### src/design/tlw_pkg.sv
package tlw_pkg;

    // Byte codes the wrapper treats specially
    localparam logic [7:0] CH_SPACE   = 8'h20;
    localparam logic [7:0] CH_NEWLINE = 8'h0a;

    // Controller states
    typedef enum logic [1:0] {
        ST_IDLE,
        ST_ISSUE,
        ST_TAKE,
        ST_LOAD
    } tlw_state_t;

    // Commands from the controller to the datapath
    typedef struct packed {
        logic accept;
        logic issue;
        logic take;
        logic load;
    } tlw_cmd_t;

    // Status from the datapath to the controller
    typedef struct packed {
        logic more;
        logic pend_one;
        logic pend_any;
        logic out_free;
    } tlw_status_t;

    // Letters and digits are word bytes, everything else is a break
    function automatic logic is_word(input logic [7:0] c);
        return ((c >= 8'h30) && (c <= 8'h39)) ||
               ((c >= 8'h41) && (c <= 8'h5a)) ||
               ((c >= 8'h61) && (c <= 8'h7a));
    endfunction

endpackage

### src/design/tlw_ram.sv
module tlw_ram #(
    parameter int WIDTH = 8,
    parameter int DEPTH = 82
) (
    input  logic                     clk,
    input  logic                     wr_en,
    input  logic [$clog2(DEPTH)-1:0] wr_addr,
    input  logic [WIDTH-1:0]         wr_data,
    input  logic                     rd_en,
    input  logic [$clog2(DEPTH)-1:0] rd_addr,
    output logic [WIDTH-1:0]         rd_data
);

    logic [WIDTH-1:0] mem [DEPTH];

    // Write port and registered read port
    always_ff @(posedge clk)
    begin
        if (wr_en)
        begin
            mem[wr_addr] <= wr_data;
        end
        if (rd_en)
        begin
            rd_data <= mem[rd_addr];
        end
    end

endmodule

### src/design/tlw_datapath.sv
module tlw_datapath import tlw_pkg::*; #(
    parameter int LINE_WIDTH = 80
) (
    input  logic        clk,
    input  logic        rst_n,
    input  tlw_cmd_t    cmd,
    output tlw_status_t status,
    input  logic [7:0]  ch,
    input  logic        last_byte,
    input  logic        out_ready,
    output logic        out_valid,
    output logic [7:0]  char_first,
    output logic [7:0]  char_second,
    output logic [1:0]  pair_count,
    output logic        end_of_run
);

    localparam int BUF_DEPTH = LINE_WIDTH + 2;
    localparam int PTR_W     = $clog2(BUF_DEPTH);
    localparam int LEN_W     = $clog2(LINE_WIDTH + 3);
    localparam int SUM_W     = LEN_W + 1;

    // Circular buffer position: base plus offset, folded once
    function automatic logic [PTR_W-1:0] wrap_add(input logic [PTR_W-1:0] base,
                                                  input logic [LEN_W-1:0] ofs);
        logic [SUM_W-1:0] sum;
        sum = SUM_W'(base) + SUM_W'(ofs);
        if (sum >= SUM_W'(BUF_DEPTH))
        begin
            sum = sum - SUM_W'(BUF_DEPTH);
        end
        return sum[PTR_W-1:0];
    endfunction

    // Line tracking state
    logic [LEN_W-1:0] fill_reg, fill_next;
    logic [PTR_W-1:0] start_reg, start_next;
    logic [LEN_W-1:0] trim_reg, trim_next;
    logic             brk_valid_reg, brk_valid_next;
    logic [LEN_W-1:0] brk_pos_reg, brk_pos_next;
    logic [LEN_W-1:0] brk_trim_reg, brk_trim_next;
    logic [7:0]       brk_char_reg, brk_char_next;
    logic             skip_reg, skip_next;

    // Emission state
    logic [PTR_W-1:0] base_reg;
    logic [LEN_W-1:0] span_reg;
    logic [LEN_W-1:0] total_reg;
    logic [7:0]       ext0_reg;
    logic [7:0]       ext1_reg;
    logic [LEN_W-1:0] idx_reg;
    logic [7:0]       pend_first_reg;
    logic [7:0]       pend_second_reg;
    logic [1:0]       pend_cnt_reg;
    logic             out_valid_reg;
    logic [7:0]       out_first_reg;
    logic [7:0]       out_second_reg;
    logic [1:0]       out_cnt_reg;
    logic             out_last_reg;

    logic             is_w;
    logic             is_sp;
    logic             is_nl;
    logic             drop;
    logic             full;
    logic             wr_en;
    logic [LEN_W-1:0] fill_inc;
    logic [LEN_W-1:0] cut_pos;
    logic [LEN_W-1:0] span_acc;
    logic [1:0]       ext_cnt;
    logic [7:0]       ext0_acc;
    logic [7:0]       ext1_acc;
    logic [LEN_W-1:0] total_acc;
    logic [PTR_W-1:0] wr_addr;
    logic [PTR_W-1:0] rd_addr;
    logic [7:0]       rd_data;
    logic [7:0]       byte_sel;

    // Classify the incoming byte and decide what the line does with it
    always_comb
    begin
        is_w     = is_word(ch);
        is_sp    = (ch == CH_SPACE);
        is_nl    = (ch == CH_NEWLINE);
        fill_inc = fill_reg + LEN_W'(1);
        drop     = is_sp && (fill_reg == '0) && skip_reg;
        full     = (fill_reg == LEN_W'(LINE_WIDTH));
        cut_pos  = brk_valid_reg ? brk_pos_reg : LEN_W'(LINE_WIDTH - 1);

        fill_next      = fill_reg;
        start_next     = start_reg;
        trim_next      = trim_reg;
        brk_valid_next = brk_valid_reg;
        brk_pos_next   = brk_pos_reg;
        brk_trim_next  = brk_trim_reg;
        brk_char_next  = brk_char_reg;
        skip_next      = skip_reg;
        wr_en          = 1'b0;
        span_acc       = '0;
        ext_cnt        = 2'd0;
        ext0_acc       = CH_NEWLINE;
        ext1_acc       = CH_NEWLINE;

        if (cmd.accept && !drop)
        begin
            wr_en = 1'b1;
            priority if (full && !is_w)
            begin
                // Full on a break: send the line as is, then a newline
                span_acc       = is_sp ? LEN_W'(LINE_WIDTH) : LEN_W'(LINE_WIDTH + 1);
                ext_cnt        = 2'd1;
                fill_next      = '0;
                trim_next      = '0;
                brk_valid_next = 1'b0;
                skip_next      = 1'b1;
            end
            else if (full)
            begin
                // Full on a word byte: cut at the last break, carry the tail
                span_acc = brk_valid_reg ? brk_trim_reg : LEN_W'(LINE_WIDTH);
                if (brk_valid_reg && (brk_char_reg != CH_SPACE))
                begin
                    ext0_acc = brk_char_reg;
                    ext_cnt  = 2'd2;
                end
                else
                begin
                    ext_cnt = 2'd1;
                end
                start_next     = wrap_add(start_reg, cut_pos + LEN_W'(1));
                fill_next      = LEN_W'(LINE_WIDTH) - cut_pos;
                trim_next      = LEN_W'(LINE_WIDTH) - cut_pos;
                brk_valid_next = 1'b0;
                skip_next      = 1'b1;
            end
            else if (is_nl)
            begin
                // Newline flush; a lone byte is dropped
                if (last_byte)
                begin
                    span_acc = (fill_inc == LEN_W'(2)) ? '0 : trim_reg;
                end
                else
                begin
                    span_acc = (fill_inc == LEN_W'(1)) ? '0 : fill_inc;
                end
                fill_next      = '0;
                trim_next      = '0;
                brk_valid_next = 1'b0;
                skip_next      = 1'b0;
            end
            else
            begin
                // Plain append: track trimmed length and last break
                fill_next = fill_inc;
                if (!is_sp)
                begin
                    trim_next = fill_inc;
                end
                if (!is_w)
                begin
                    brk_valid_next = 1'b1;
                    brk_pos_next   = fill_reg;
                    brk_trim_next  = trim_reg;
                    brk_char_next  = ch;
                end
            end
        end
        total_acc = span_acc + LEN_W'(ext_cnt);
    end

    assign wr_addr  = wrap_add(start_reg, fill_reg);
    assign rd_addr  = wrap_add(base_reg, idx_reg);
    assign byte_sel = (idx_reg < span_reg) ? rd_data :
                      ((idx_reg == span_reg) ? ext0_reg : ext1_reg);

    tlw_ram #(
        .WIDTH (8),
        .DEPTH (BUF_DEPTH)
    ) u_line_ram (
        .clk     (clk),
        .wr_en   (wr_en),
        .wr_addr (wr_addr),
        .wr_data (ch),
        .rd_en   (cmd.issue),
        .rd_addr (rd_addr),
        .rd_data (rd_data)
    );

    // Line tracking registers
    always_ff @(posedge clk or negedge rst_n)
    begin
        if (!rst_n)
        begin
            fill_reg      <= '0;
            start_reg     <= '0;
            trim_reg      <= '0;
            brk_valid_reg <= 1'b0;
            skip_reg      <= 1'b0;
        end
        else
        begin
            fill_reg      <= fill_next;
            start_reg     <= start_next;
            trim_reg      <= trim_next;
            brk_valid_reg <= brk_valid_next;
            skip_reg      <= skip_next;
        end
    end

    always_ff @(posedge clk)
    begin
        brk_pos_reg  <= brk_pos_next;
        brk_trim_reg <= brk_trim_next;
        brk_char_reg <= brk_char_next;
    end

    // Emission control: byte index, pair assembly, output register
    always_ff @(posedge clk or negedge rst_n)
    begin
        if (!rst_n)
        begin
            total_reg       <= '0;
            idx_reg         <= '0;
            pend_cnt_reg    <= 2'd0;
            pend_second_reg <= 8'h00;
            out_valid_reg   <= 1'b0;
        end
        else
        begin
            if (cmd.accept)
            begin
                total_reg       <= total_acc;
                idx_reg         <= '0;
                pend_cnt_reg    <= 2'd0;
                pend_second_reg <= 8'h00;
            end
            else if (cmd.take)
            begin
                if (pend_cnt_reg != 2'd0)
                begin
                    pend_second_reg <= byte_sel;
                end
                pend_cnt_reg <= pend_cnt_reg + 2'd1;
                idx_reg      <= idx_reg + LEN_W'(1);
            end
            else if (cmd.load)
            begin
                pend_cnt_reg    <= 2'd0;
                pend_second_reg <= 8'h00;
            end

            if (cmd.load)
            begin
                out_valid_reg <= 1'b1;
            end
            else if (out_valid_reg && out_ready)
            begin
                out_valid_reg <= 1'b0;
            end
        end
    end

    // Payload registers
    always_ff @(posedge clk)
    begin
        if (cmd.accept)
        begin
            base_reg <= start_reg;
            span_reg <= span_acc;
            ext0_reg <= ext0_acc;
            ext1_reg <= ext1_acc;
        end
        if (cmd.take && (pend_cnt_reg == 2'd0))
        begin
            pend_first_reg <= byte_sel;
        end
        if (cmd.load)
        begin
            out_first_reg  <= pend_first_reg;
            out_second_reg <= pend_second_reg;
            out_cnt_reg    <= pend_cnt_reg;
            out_last_reg   <= (idx_reg == total_reg);
        end
    end

    assign status.more     = (idx_reg < total_reg);
    assign status.pend_one = (pend_cnt_reg == 2'd1);
    assign status.pend_any = (pend_cnt_reg != 2'd0);
    assign status.out_free = !out_valid_reg || out_ready;

    assign out_valid   = out_valid_reg;
    assign char_first  = out_first_reg;
    assign char_second = out_second_reg;
    assign pair_count  = out_cnt_reg;
    assign end_of_run  = out_last_reg;

    // A result holds one or two bytes
    a_pair_count: assert property (@(posedge clk) disable iff (!rst_n)
        out_valid_reg |-> ((out_cnt_reg == 2'd1) || (out_cnt_reg == 2'd2)))
        else $error("result with bad byte count");

    // A single-byte result carries zero in its second byte
    a_second_zero: assert property (@(posedge clk) disable iff (!rst_n)
        (out_valid_reg && (out_cnt_reg == 2'd1)) |-> (out_second_reg == 8'h00))
        else $error("single-byte result with nonzero second byte");

    // The line never holds more than a full wrap width between bytes
    a_fill_bound: assert property (@(posedge clk) disable iff (!rst_n)
        (fill_reg <= LEN_W'(LINE_WIDTH)) && (idx_reg <= total_reg))
        else $error("fill or emission index out of range");

endmodule

### src/design/tlw_ctrl.sv
module tlw_ctrl import tlw_pkg::*; (
    input  logic        clk,
    input  logic        rst_n,
    input  logic        in_valid,
    output logic        in_ready,
    input  tlw_status_t status,
    output tlw_cmd_t    cmd
);

    tlw_state_t state_reg, state_next;

    // State register
    always_ff @(posedge clk or negedge rst_n)
    begin
        if (!rst_n)
        begin
            state_reg <= ST_IDLE;
        end
        else
        begin
            state_reg <= state_next;
        end
    end

    // Sequence: take a byte, then read, collect and send result pairs
    always_comb
    begin
        state_next = state_reg;
        cmd        = '0;
        in_ready   = 1'b0;
        unique case (state_reg)
            ST_IDLE:
            begin
                in_ready = 1'b1;
                if (in_valid)
                begin
                    cmd.accept = 1'b1;
                    state_next = ST_ISSUE;
                end
            end
            ST_ISSUE:
            begin
                if (status.more)
                begin
                    cmd.issue  = 1'b1;
                    state_next = ST_TAKE;
                end
                else if (status.pend_any)
                begin
                    state_next = ST_LOAD;
                end
                else
                begin
                    state_next = ST_IDLE;
                end
            end
            ST_TAKE:
            begin
                cmd.take   = 1'b1;
                state_next = status.pend_one ? ST_LOAD : ST_ISSUE;
            end
            ST_LOAD:
            begin
                if (status.out_free)
                begin
                    cmd.load   = 1'b1;
                    state_next = status.more ? ST_ISSUE : ST_IDLE;
                end
            end
            default:
            begin
                state_next = ST_IDLE;
            end
        endcase
    end

    // A byte is taken only the cycle after its memory read
    a_take_after_issue: assert property (@(posedge clk) disable iff (!rst_n)
        cmd.take |-> $past(cmd.issue))
        else $error("take without a preceding read");

    // Loading a pair empties the pair assembly
    a_load_clears: assert property (@(posedge clk) disable iff (!rst_n)
        cmd.load |=> !status.pend_any)
        else $error("pair assembly not empty after load");

endmodule

### src/design/text_line_wrapper.sv
// Sequence: a byte that causes no result returns from ST_ISSUE to ST_IDLE; otherwise
// each result pair is read from the line memory one byte at a time (ST_ISSUE, ST_TAKE)
// and registered in ST_LOAD, which waits while the output is held. A new byte is
// accepted only in ST_IDLE, after every result of the previous byte has been loaded.
// Reset: rst_n is asynchronous, active low, and clears the control state; the line
// memory is not cleared and needs no clearing pass.
module text_line_wrapper import tlw_pkg::*; #(
    parameter int LINE_WIDTH = 80
) (
    input  logic        clk,
    input  logic        rst_n,
    input  logic        s_tvalid,
    output logic        s_tready,
    input  logic [7:0]  s_tdata,   // [7:0] ch
    input  logic        s_tlast,   // last_byte
    output logic        m_tvalid,
    input  logic        m_tready,
    output logic [23:0] m_tdata,   // [7:0] char_first, [15:8] char_second, [17:16] pair_count
    output logic        m_tlast    // end_of_run
);

    tlw_cmd_t    cmd;
    tlw_status_t status;
    logic [7:0]  char_first;
    logic [7:0]  char_second;
    logic [1:0]  pair_count;

    tlw_ctrl u_ctrl (
        .clk      (clk),
        .rst_n    (rst_n),
        .in_valid (s_tvalid),
        .in_ready (s_tready),
        .status   (status),
        .cmd      (cmd)
    );

    tlw_datapath #(
        .LINE_WIDTH (LINE_WIDTH)
    ) u_datapath (
        .clk         (clk),
        .rst_n       (rst_n),
        .cmd         (cmd),
        .status      (status),
        .ch          (s_tdata),
        .last_byte   (s_tlast),
        .out_ready   (m_tready),
        .out_valid   (m_tvalid),
        .char_first  (char_first),
        .char_second (char_second),
        .pair_count  (pair_count),
        .end_of_run  (m_tlast)
    );

    // Pack the result fields, zero-filled to whole bytes
    assign m_tdata = {6'b000000, pair_count, char_second, char_first};

endmodule

### config.mk
export PLATFORM = sky130hd
export DESIGN_NAME = text_line_wrapper
export DESIGN_NICKNAME = d
export VERILOG_FILES = /design/src/design/tlw_pkg.sv /design/src/design/tlw_ram.sv /design/src/design/tlw_datapath.sv /design/src/design/tlw_ctrl.sv /design/src/design/text_line_wrapper.sv
export SDC_FILE = /design/constraint.sdc
export NUM_CORES = 1
export LEC_CHECK = 0
export BUFFER_PORTS_ARGS = -buffer_cell sky130_fd_sc_hd__buf_2
export CAP_MARGIN = 10
export CORE_MARGIN = 1
export CORE_UTILIZATION = 45
export CTS_BUF_LIST = sky130_fd_sc_hd__clkbuf_4 sky130_fd_sc_hd__clkbuf_8
export DETAILED_ROUTE_END_ITERATION = 10
export RECOVER_POWER = 25
export SLEW_MARGIN = 20
export SYNTH_ARGS = -nofsm -noshare
export SYNTH_HDL_FRONTEND = slang
export SYNTH_SLANG_ARGS = --single-unit
### constraint.sdc
create_clock -name clk -period 4.4 [get_ports clk]
set_input_delay 0.44 -clock clk [delete_from_list [all_inputs] [get_ports clk]]
set_output_delay 0.44 -clock clk [all_outputs]
set_load 0.02 [all_outputs]
Word-level counts from Yosys, hierarchy flattened --
Memory sizes are Yosys's and may differ from the RTL's. A register that Yosys moved wholly into a read port is not among the register bits. Index checks and enable logic that the tools add are counted.
Storage, ports and cells: register bits after elaboration 121, bits in writable memories 656, memories kept 1
Operators by class: $add $sub $neg 12, $lt $le $gt $ge 11, equality and inequality tests 17, mux-type cells 62, bitwise gates (word level) 6, reduce and logical (&&, ||, !) cells 32
Memory list:
- u_datapath.u_line_ram.mem | words 82, bits a word 8, rd ports 1, clocked after Yosys merged registers in 1, write ports 1, line tlw_ram.sv:14 | logic [WIDTH-1:0] mem [DEPTH];
Operators with widths (number):
- $mux W7 | 21
- $mux W8 | 6
- $ge A8 B7 Y1 const B | 5
- $add A7 B7 Y8 | 3
- $mux W2 | 12
- $mux W1 | 22
- $add A7 B1 Y7 const B | 3
- $sub A7 B7 Y7 const B | 3
- $le A8 B7 Y1 const B | 2
- $eq A7 B7 Y1 | 2
- $lt A7 B7 Y1 | 2
- $logic_and A1 B1 Y1 | 10
- $reduce_and A2 Y1 | 5
- $eq A8 B4 Y1 const B | 1
- $eq A8 B6 Y1 const B | 1
- $ge A8 B6 Y1 const B | 1
- $le A8 B6 Y1 const B | 1
- $ne A4 B4 Y1 const B | 2
- $ne A8 B6 Y1 const B | 1
- $pmux W2 S4 | 1
- $add A7 B2 Y7 | 1
- $eq A7 B1 Y1 const B | 1
- $eq A7 B2 Y1 const B | 1
- $eq A7 B7 Y1 const B | 1
- other kinds (16) | 32

Depth between registers and ports, before layout --
Gate-level depths: netlist of the first run.
word-level depth 9, depth in mapped cells 19, depth with buffers taken out 16

Hierarchy --
A second synthesis of the first run with hierarchy kept.
Second synthesis, totals: cell total of the unflattened synthesis 1939, area, all modules 33275.7 um^2
By module, submodules not included:
- tlw_ram | instances 1, cells each 1211, area an instance 25893.6 um^2, seq. area each 19939.1 um^2
- tlw_datapath | instances 1, cells each 704, area an instance 7191.9 um^2, seq. area each 3333.2 um^2
- tlw_ctrl | instances 1, cells each 17, area an instance 141.4 um^2, seq. area each 50.0 um^2
- text_line_wrapper | instances 1, cells each 7, area an instance 48.8 um^2, seq. area each 0.0 um^2

Least setup slack after synthesis of the first run --
OpenSTA, ideal clock, no wires.
path type reg-to-reg, start register u_datapath.idx_reg[0], end register u_datapath.u_line_ram.rd_data[0] (read register of u_datapath.u_line_ram.mem), data pin, setup time 0.272 ns, arrival 3.619 ns, path slack 0.509 ns, stages on the path, launching flop included 15, period minus slack after synthesis 3.891 ns, cells stage by stage dfrtp_1 ha_1 fa_1 a2111oi_2 nor2_2 a22oi_4 o22a_1 and2_1 buf_6 buf_6 buf_6 mux4_2 o221ai_1 a21oi_1 or4_1
Between the ends: word-level cells in the longest chain between the ends 3
RTL lines:
- start: declaration | line tlw_datapath.sv:51 | logic [LEN_W-1:0] idx_reg;
- start signal: assignment | line tlw_datapath.sv:245 | idx_reg <= idx_reg + LEN_W'(1);
- $add A7 B7 Y8 / $lt A7 B7 Y1 (equally long branches) | line tlw_datapath.sv:27, tlw_datapath.sv:287
- $sub A7 B7 Y7 (tied with other cells) | line tlw_datapath.sv:30 | sum = sum - SUM_W'(BUF_DEPTH);
- $mux W7 / $mux W1 (equally long branches) | line tlw_datapath.sv:28, tlw_ctrl.sv:31
- end: declaration | line tlw_ram.sv:11 | output logic [WIDTH-1:0] rd_data
Parallel ways exist; a longest one is shown, timed or not. A chain may end at the register's enable or synchronous reset.

Worst setup path in the final report of the first run --
start register u_datapath.base_reg[0], end register u_datapath.u_line_ram.rd_data[3] (read register of u_datapath.u_line_ram.mem), data pin
Between the ends: word-level cells in the longest chain between the ends 3
RTL lines:
- start: declaration | line tlw_datapath.sv:46 | logic [PTR_W-1:0] base_reg;
- start signal: assignment | line tlw_datapath.sv:269 | base_reg <= start_reg;
- $add A7 B7 Y8 (*) | line tlw_datapath.sv:27 | sum = SUM_W'(base) + SUM_W'(ofs);
- $sub A7 B7 Y7 / $ge A8 B7 Y1 (equally long branches) | line tlw_datapath.sv:30, tlw_datapath.sv:28
- $mux W7 (*) | line tlw_datapath.sv:28 | if (sum >= SUM_W'(BUF_DEPTH))
Every way passes the cells marked *; elsewhere a longest branch is shown, timed or not.

==> qor.txt, run 1 <==
Outcome: complete, but fails checks
Failing checks: max-capacitance violations, max-slew violations
Die width: 273 um
First-pass GRT wire length: 128000 um
Flip-flop and latch area: 23300 sq um
Standard-cell rows: 99
Post-DRT Antenna Nets: 0
Initial Utilization: 45.5%
Tmin final: 4.37 ns
Max stage delay cell, worst path: or4b_1
Synth top cells by count: 735 x edfxtp_1, 180 x nor2_1, 157 x nand2_1
Hold slack: 0.337 ns
RSZ-0062 raised after global routing: yes
Cell area after layout: 39200 sq um
Share of cells above drive strength 1: 25.3%
Ys Warns: 0
Fillers: 5907
Reg2Reg Depth: 16
Pwr Total: 0.0254 W
Post-synth ARST share: 6.37%
Initial antenna violation count: 7
Max Cap Viol: 6
# DRC: 0
Crit. Startpoint: u_datapath.base_reg[0]
Count of cell types in the netlist: 78
# H-tree levels: 4
Fin. max-slew vios: 284
Placer Congestion: 0.952
R2R Path Start: u_datapath.base_reg[0]
Die Height: 273 um
Top-level port count: 40
Mapped Cells: 2132
Maximum root-to-sink buffer count: 3
Initial drt markers: 2185
EDFF count, synth: 735
Reg-to-Reg End: u_datapath.u_line_ram.rd_data[3]
Core area: 72800 sq um
Total stage count of the critical path: 16
WP data required: 4.92 ns
P&R area growth vs syn: 18.3%
Slew of the pin with the lowest slew margin: 3.20 ns
CTS sink count: 785
Sequential share of the synthesized area: 70.4%
Rel. slew slack: -113%
Largest Register: u_datapath.u_line_ram.mem
Total number of vias: 20300
Max Freq: 229 MHz
Primary FF master, synth: edfxtp_1
Period utilization: 99.3%
Multi-input logic area: 9390 sq um
Clk_lat worst skew: 0.79 ns
Most common cell in the netlist: edfxtp_1
CTS clock-pin slew for the worst setup and hold paths: 0.06 ns
Max reg flops: 656
Tot GR Track Use: 23.4%
CP delay by family, top: simple AND/OR/NAND/NOR gates
Final setup TNS: 0 ns
Setup Viol. Count Final: 0
Drt first pass iters: 6
Post-synth design cell area: 33100 sq um
Layout Utilization: 53.8%
Arrival @ worst endpoint: 4.88 ns
Slack of the worst reg-to-reg path: 0.03 ns
CTS buffer count: 133
HP Class: primary input to register
Root Buffer: clkbuf_8
Synth top area cells: edfxtp_1 67%, mux4_2 6.5%, dfrtp_1 3.8%
Port Buffers: 33
Worst Setup Path Type: register to register
Hold Fails Final Rpt: 0
Largest area contributor in the netlist: edfxtp_1
CP cell instances: ha_4 -> fa_2 -> a211oi_4 -> nor4b_4 -> nor3_4 -> nand3_4 -> o22a_4 -> and2_4 -> buf_12 -> buf_16 -> and3_1 -> a211oi_2 -> buf_4 -> a311oi_1 -> o211ai_1 -> or4b_1
Nets: 2535
Yosys reg bits: 785
CP Max Fanout: 15
PD cells: 648 nW/um^2
DP Area: 35900 sq um
CTS tree: built
Vias/cell: 5.75
Crit path to: u_datapath.u_line_ram.rd_data[3]
Routed len/inst: 24.8 um
Vias in the first global route: 19800
Slowest stage delay, CP: 0.47 ns
WHS Path Cells: 4
Total Wirelength: 87700 um
Lkg Pwr: 13.9 nW
CP bufs+invs: 3
GR Overflow Total: 0
Critical path endpoint category: register
Final HPWL from detailed placement: 56800 um
Post-synth top area share: 66.6%
Crit start category: register
Final Skew: 0.0351 ns
Mean Syn Cell Area: 15.5 sq um
Worst IR drop on VDD: 0.000359 V
Die area: 74700 sq um
Largest net degree at the start of global routing: 94
cell type report:
type / instances / share of cell area, %
Antenna cell: 1 / 0.00639
Clock buffer: 187 / 5.77
Clock inverter: 51 / 0.888
Inverter: 48 / 0.460
Multi-Input combinational cell: 1205 / 24.0
Sequential cell: 785 / 59.5
Tap cell: 959 / 3.06
Timing Repair Buffer: 296 / 6.33
worst reg2reg max path, stage by stage, from the launching register on:
cell and delay, ns:
edfxtp_1 0.42, ha_4 0.19, fa_2 0.41, a211oi_4 0.34, nor4b_4 0.10, nor3_4 0.24, nand3_4 0.14, o22a_4 0.31
and2_4 0.17, buf_12 0.15, buf_16 0.16, and3_1 0.19, a211oi_2 0.21, buf_4 0.16, a311oi_1 0.09, o211ai_1 0.35
or4b_1 0.47
cells in the final DEF, fill, tap and decap left out, types with 10 or more instances in the layout:
cell type,netlist,layout
a211oi_1,31,29
a21oi_1,95,92
a22o_1,11,11
and2_1,17,15
and3_1,44,43
buf_12,0,17
buf_2,18,26
buf_4,10,216
clkbuf_1,51,20
clkbuf_4,0,51
clkbuf_8,0,137
clkinv_1,2,27
dfrtp_1,50,50
edfxtp_1,735,735
ha_1,49,47
inv_1,46,46
mux2i_1,77,74
mux4_2,96,96
nand2_1,157,151
nand2b_1,13,13
nand3_1,48,44
nor2_1,180,178
nor2b_1,33,32
nor3_1,28,26
nor4_1,12,10
o211ai_1,16,16
o21ai_0,68,62
o221ai_1,16,14
or2_2,12,12
xnor2_1,28,28
cells by family (layout without fill, tap and decap cells):
logic type                 count (synthesis)  count (layout)  share of synthesized area, %
AOI/OAI and AO/OA                        341             341                          6.82
xor gates and xnor gates                  39              39                          1.05
adders and majority gates                 53              53                          2.09
buffers and inverters                    148             582                          2.13
DFF                                      785             785                          70.4
muxes                                    177             177                          8.99
other                                      1               7                        0.0113
and+or+nand+nor                          588             589                          8.47
worst min-delay path by stage:
stage	to	from	slack, ns
floorplan	u_ctrl.state_reg[0]	rst_n	0.14
global placement	u_datapath.char_first[6]	u_datapath.pend_first_reg[6]	0.40
detailed placement	u_datapath.char_first[5]	u_datapath.pend_first_reg[5]	0.40
CTS	u_datapath.u_line_ram.mem[10][5]	s_tdata[5]	0.19
global route	u_datapath.span_reg[6]	s_tlast	0.33
finish	u_datapath.span_reg[6]	s_tlast	0.34
layer usage:
metal  part of all wire [%]  up-vias  wire [um]  global-route usage [%]
met5                 0.0080        -          7                       0
met4                    3.0        2       2620                    9.00
met3                    8.1      166       7110                    4.78
met2                     46      883      40500                    36.0
met1                     43    10300      37500                    32.8
li1                       -     8991          -                       -
report_power, final:
part	leakage, nW	switching [W]	internal, W
Clock	1.38	0.00295	0.00346
Combinational	5.20	0.00589	0.00436
Sequential	7.30	0.000174	0.00857
Total	13.9	0.00902	0.0164
metrics by stage:
stage                     setup slack [ns]  cells
after floorplan                      0.509   2137
after global placement             -0.0324   3252
after detailed placement           -0.0848   3252
after CTS                          0.00188   3504
after global routing               -0.0755   3532
final                               0.0323   3532
timing repair:
action / CTS / global route
endpoints found under the setup margin: 7 / 16
endpoints found under the hold margin: 54 / 0
resized for setup: 15 / 51
hold buffers: 5 / 0
pin swaps: 5 / 9
gates cloned: 3 / 8
buffers inserted: 6 / 19
Note: power is estimated with default switching activity, not from simulation.
==> run 2, diff against run 1 <==
REMOVE_ABC_BUFFERS = 1   (was unset)
SYNTH_HIERARCHICAL = 1   (was unset)
==> run 2 against run 1 <==
The run ends with design-rule violations, max-capacitance violations, max-slew violations left. Synthesized cell count decreased by 9.1%. Die area increased by 0.47%. Clock-buffer cell count fell by 19. Area after synthesis is 0.48% higher.
==> qor.txt, run 2 <==
Outcome: complete, but fails checks
Failing checks: design-rule violations, max-capacitance violations, max-slew violations
Die Height: 274 um
Mean Syn Cell Area: 17.2 sq um
Hold Fails Final Rpt: 0
DP Area: 35600 sq um
Standard-cell rows: 99
CTS tree: built
Commonest non-fill, non-tap cell in the layout: edfxtp_1
Multi-input logic area: 9500 sq um
Maximum root-to-sink buffer count: 3
Initial antenna violation count: 10
Hold path start: s_tdata[3]
Total number of vias: 18800
Largest area contributor in the netlist: edfxtp_1
Top-level port count: 40
GR Util met3: 4.19%
Mapped Cells: 1939
CTS sink count: 785
Die width: 274 um
Routed len/inst: 24.8 um
Primary FF master, synth: edfxtp_1
Most common cell in the netlist: edfxtp_1
Drt first pass iters: 10
# H-tree levels: 4
WP data required: 4.90 ns
CTS clock-pin slew for the worst setup and hold paths: 0.06 ns
Critical path endpoint category: register
Nets: 2286
CP bufs+invs: 3
Fin. max-slew vios: 324
Die area: 75000 sq um
Max reg flops: 656
Ys Warns: 6
Post-DRT Antenna Nets: 0
Total Wirelength: 81300 um
P&R area growth vs syn: 16.1%
Crit. Startpoint: u_datapath/idx_reg[0]
Tot GR Track Use: 22.0%
Tmin final: 4.33 ns
Post-synth design cell area: 33300 sq um
EDFF count, synth: 735
Met1 usage: 30.5%
Vias in the first global route: 19100
CP Max Fanout: 7
PD cells: 745 nW/um^2
Lkg Pwr: 13.2 nW
Slowest stage delay, CP: 0.50 ns
Count of cell types in the netlist: 81
Port Buffers: 33
# DRC: 24
Slack of the worst reg-to-reg path: 0.07 ns
Most frequent cells in the layout: 735 x edfxtp_1, 160 x mux4_2, 154 x buf_4
Share of cells above drive strength 1: 28.4%
Final HPWL from detailed placement: 52500 um
CP delay by family, top: multiplexers
Initial drt markers: 1669
Clk_lat worst skew: 0.79 ns
Setup Viol. Count Final: 0
RSZ-0062 raised after global routing: yes
Max stage delay cell, worst path: mux4_2
Largest Register: u_datapath/u_line_ram/mem
Arrival @ worst endpoint: 4.83 ns
Cell area after layout: 38600 sq um
CTS buffer count: 133
HP Class: primary input to register
Worst IR drop on VDD: 0.000543 V
Max Freq: 231 MHz
Synth top area cells: edfxtp_1 66%, mux4_2 11%, dfrtp_1 3.8%
Root Buffer: clkbuf_8
Fillers: 5854
Max Cap Viol: 7
First-pass GRT wire length: 121000 um
Sequential share of the synthesized area: 70.1%
Rel. slew slack: -98.4%
Largest net degree at the start of global routing: 64
Period utilization: 98.4%
GR peak layer: met2
Worst Setup Path Type: register to register
R2R Path Start: u_datapath/idx_reg[0]
Final Skew: 0.0357 ns
Post-synth top area share: 66.3%
Placer Congestion: 0.850
Flip-flop and latch area: 23300 sq um
Vias/cell: 5.75
Initial Utilization: 45.5%
Layout Utilization: 52.9%
GR Overflow Total: 0
Yosys reg bits: 785
Crit start category: register
Post-synth ARST share: 6.37%
Synth top cells by count: 735 x edfxtp_1, 160 x mux4_2, 154 x nor2_1
Met2 usage in global routing: 35.2%
Slew of the pin with the lowest slew margin: 2.98 ns
CP cell instances: ha_4 -> fa_2 -> a21o_1 -> a21oi_4 -> nor2_2 -> a311oi_2 -> a21oi_2 -> or2_4 -> mux2i_4 -> buf_6 -> buf_6 -> clkbuf_16 -> mux4_2 -> mux4_2 -> a2bb2oi_2 -> nand3_1 -> o211ai_1
Core area: 73100 sq um
-- run 2: changes by cell type after synthesis, moves of 14 or more --
cell,delta
nand2_1,-70
and3_1,-24
a211oi_1,-26
clkbuf_1,-21
o221ai_1,-14
mux4_2,+64
mux2_2,+15
nor2_1,-26
a21oi_1,-51
mux2i_1,-24
-- run 2: timing repair --
action	CTS	global route
resized for setup	16	50
pin swaps	2	10
endpoints found under the setup margin	82	120
hold buffers	5	0
hold endpoints to repair	56	0
gates cloned	3	3
buffers inserted	1	10
-- run 2: cells by family after synthesis --
kind of cell	count (synthesis)	synth area share [%]
simple gates	427	6.16
other cells	1	0.0113
xor+xnor	32	0.842
buf+inv	144	2.16
fa+ha+maj	53	2.08
mux	234	13.1
flops	785	70.1
compound gates	263	5.52
-- run 2: power by group --
group / internal [W] / switching [W] / leakage (nW)
combinational: 0.00658 / 0.00703 / 4.61
sequential: 0.00866 / 0.000224 / 7.29
clock: 0.00339 / 0.00293 / 1.31
-- run 2: worst paths after layout --
path | cells past startpoint | to
max in group asynchronous | 3 | u_datapath/pend_second_reg[4]
worst max register to register | 17 | u_datapath/u_line_ram/rd_data[0]
worst min-delay path | 1 | u_datapath/brk_char_reg[3]
worst max-delay path | 17 | u_datapath/u_line_ram/rd_data[0]
worst min register to register | 0 | u_datapath/char_first[6]
min in group asynchronous | 3 | u_datapath/trim_reg[3]
-- run 2: stage by stage --
stage / cells / power (W) / hold WS [ns] / TNS (ns) / setup slack, ns
global route: 3272 / 0.0300 / 0.315 / -0.486 / -0.0828
CTS: 3258 / 0.0279 / 0.0158 / -0.0913 / -0.0151
finish: 3273 / 0.0288 / 0.305 / 0 / 0.0715
detailed placement: 3022 / 0.0210 / 0.411 / -3.64 / -0.225
floorplan: 1851 / 0.0142 / 0.144 / -86.84 / -10.77
global placement: 3022 / 0.0209 / 0.417 / -2.04 / -0.188
-- run 2: layer usage --
| layer | routed length (um) | up-vias |
|---|---|---|
| li1 | - | 8295 |
| met1 | 35200 | 9739 |
| met2 | 39100 | 642 |
| met3 | 5230 | 126 |
| met4 | 1800 | 4 |
| met5 | 21 | - |
-- run 2: cell type report --
cell class | instances | area share (%)
flip-flops and latches | 785 | 60.3
multi-input cells | 1015 | 24.6
clock buffers | 168 | 5.45
repair buffers | 234 | 4.90
well taps | 959 | 3.10
clock inverters | 59 | 1.10
inverters | 51 | 0.495
diodes | 2 | 0.0130
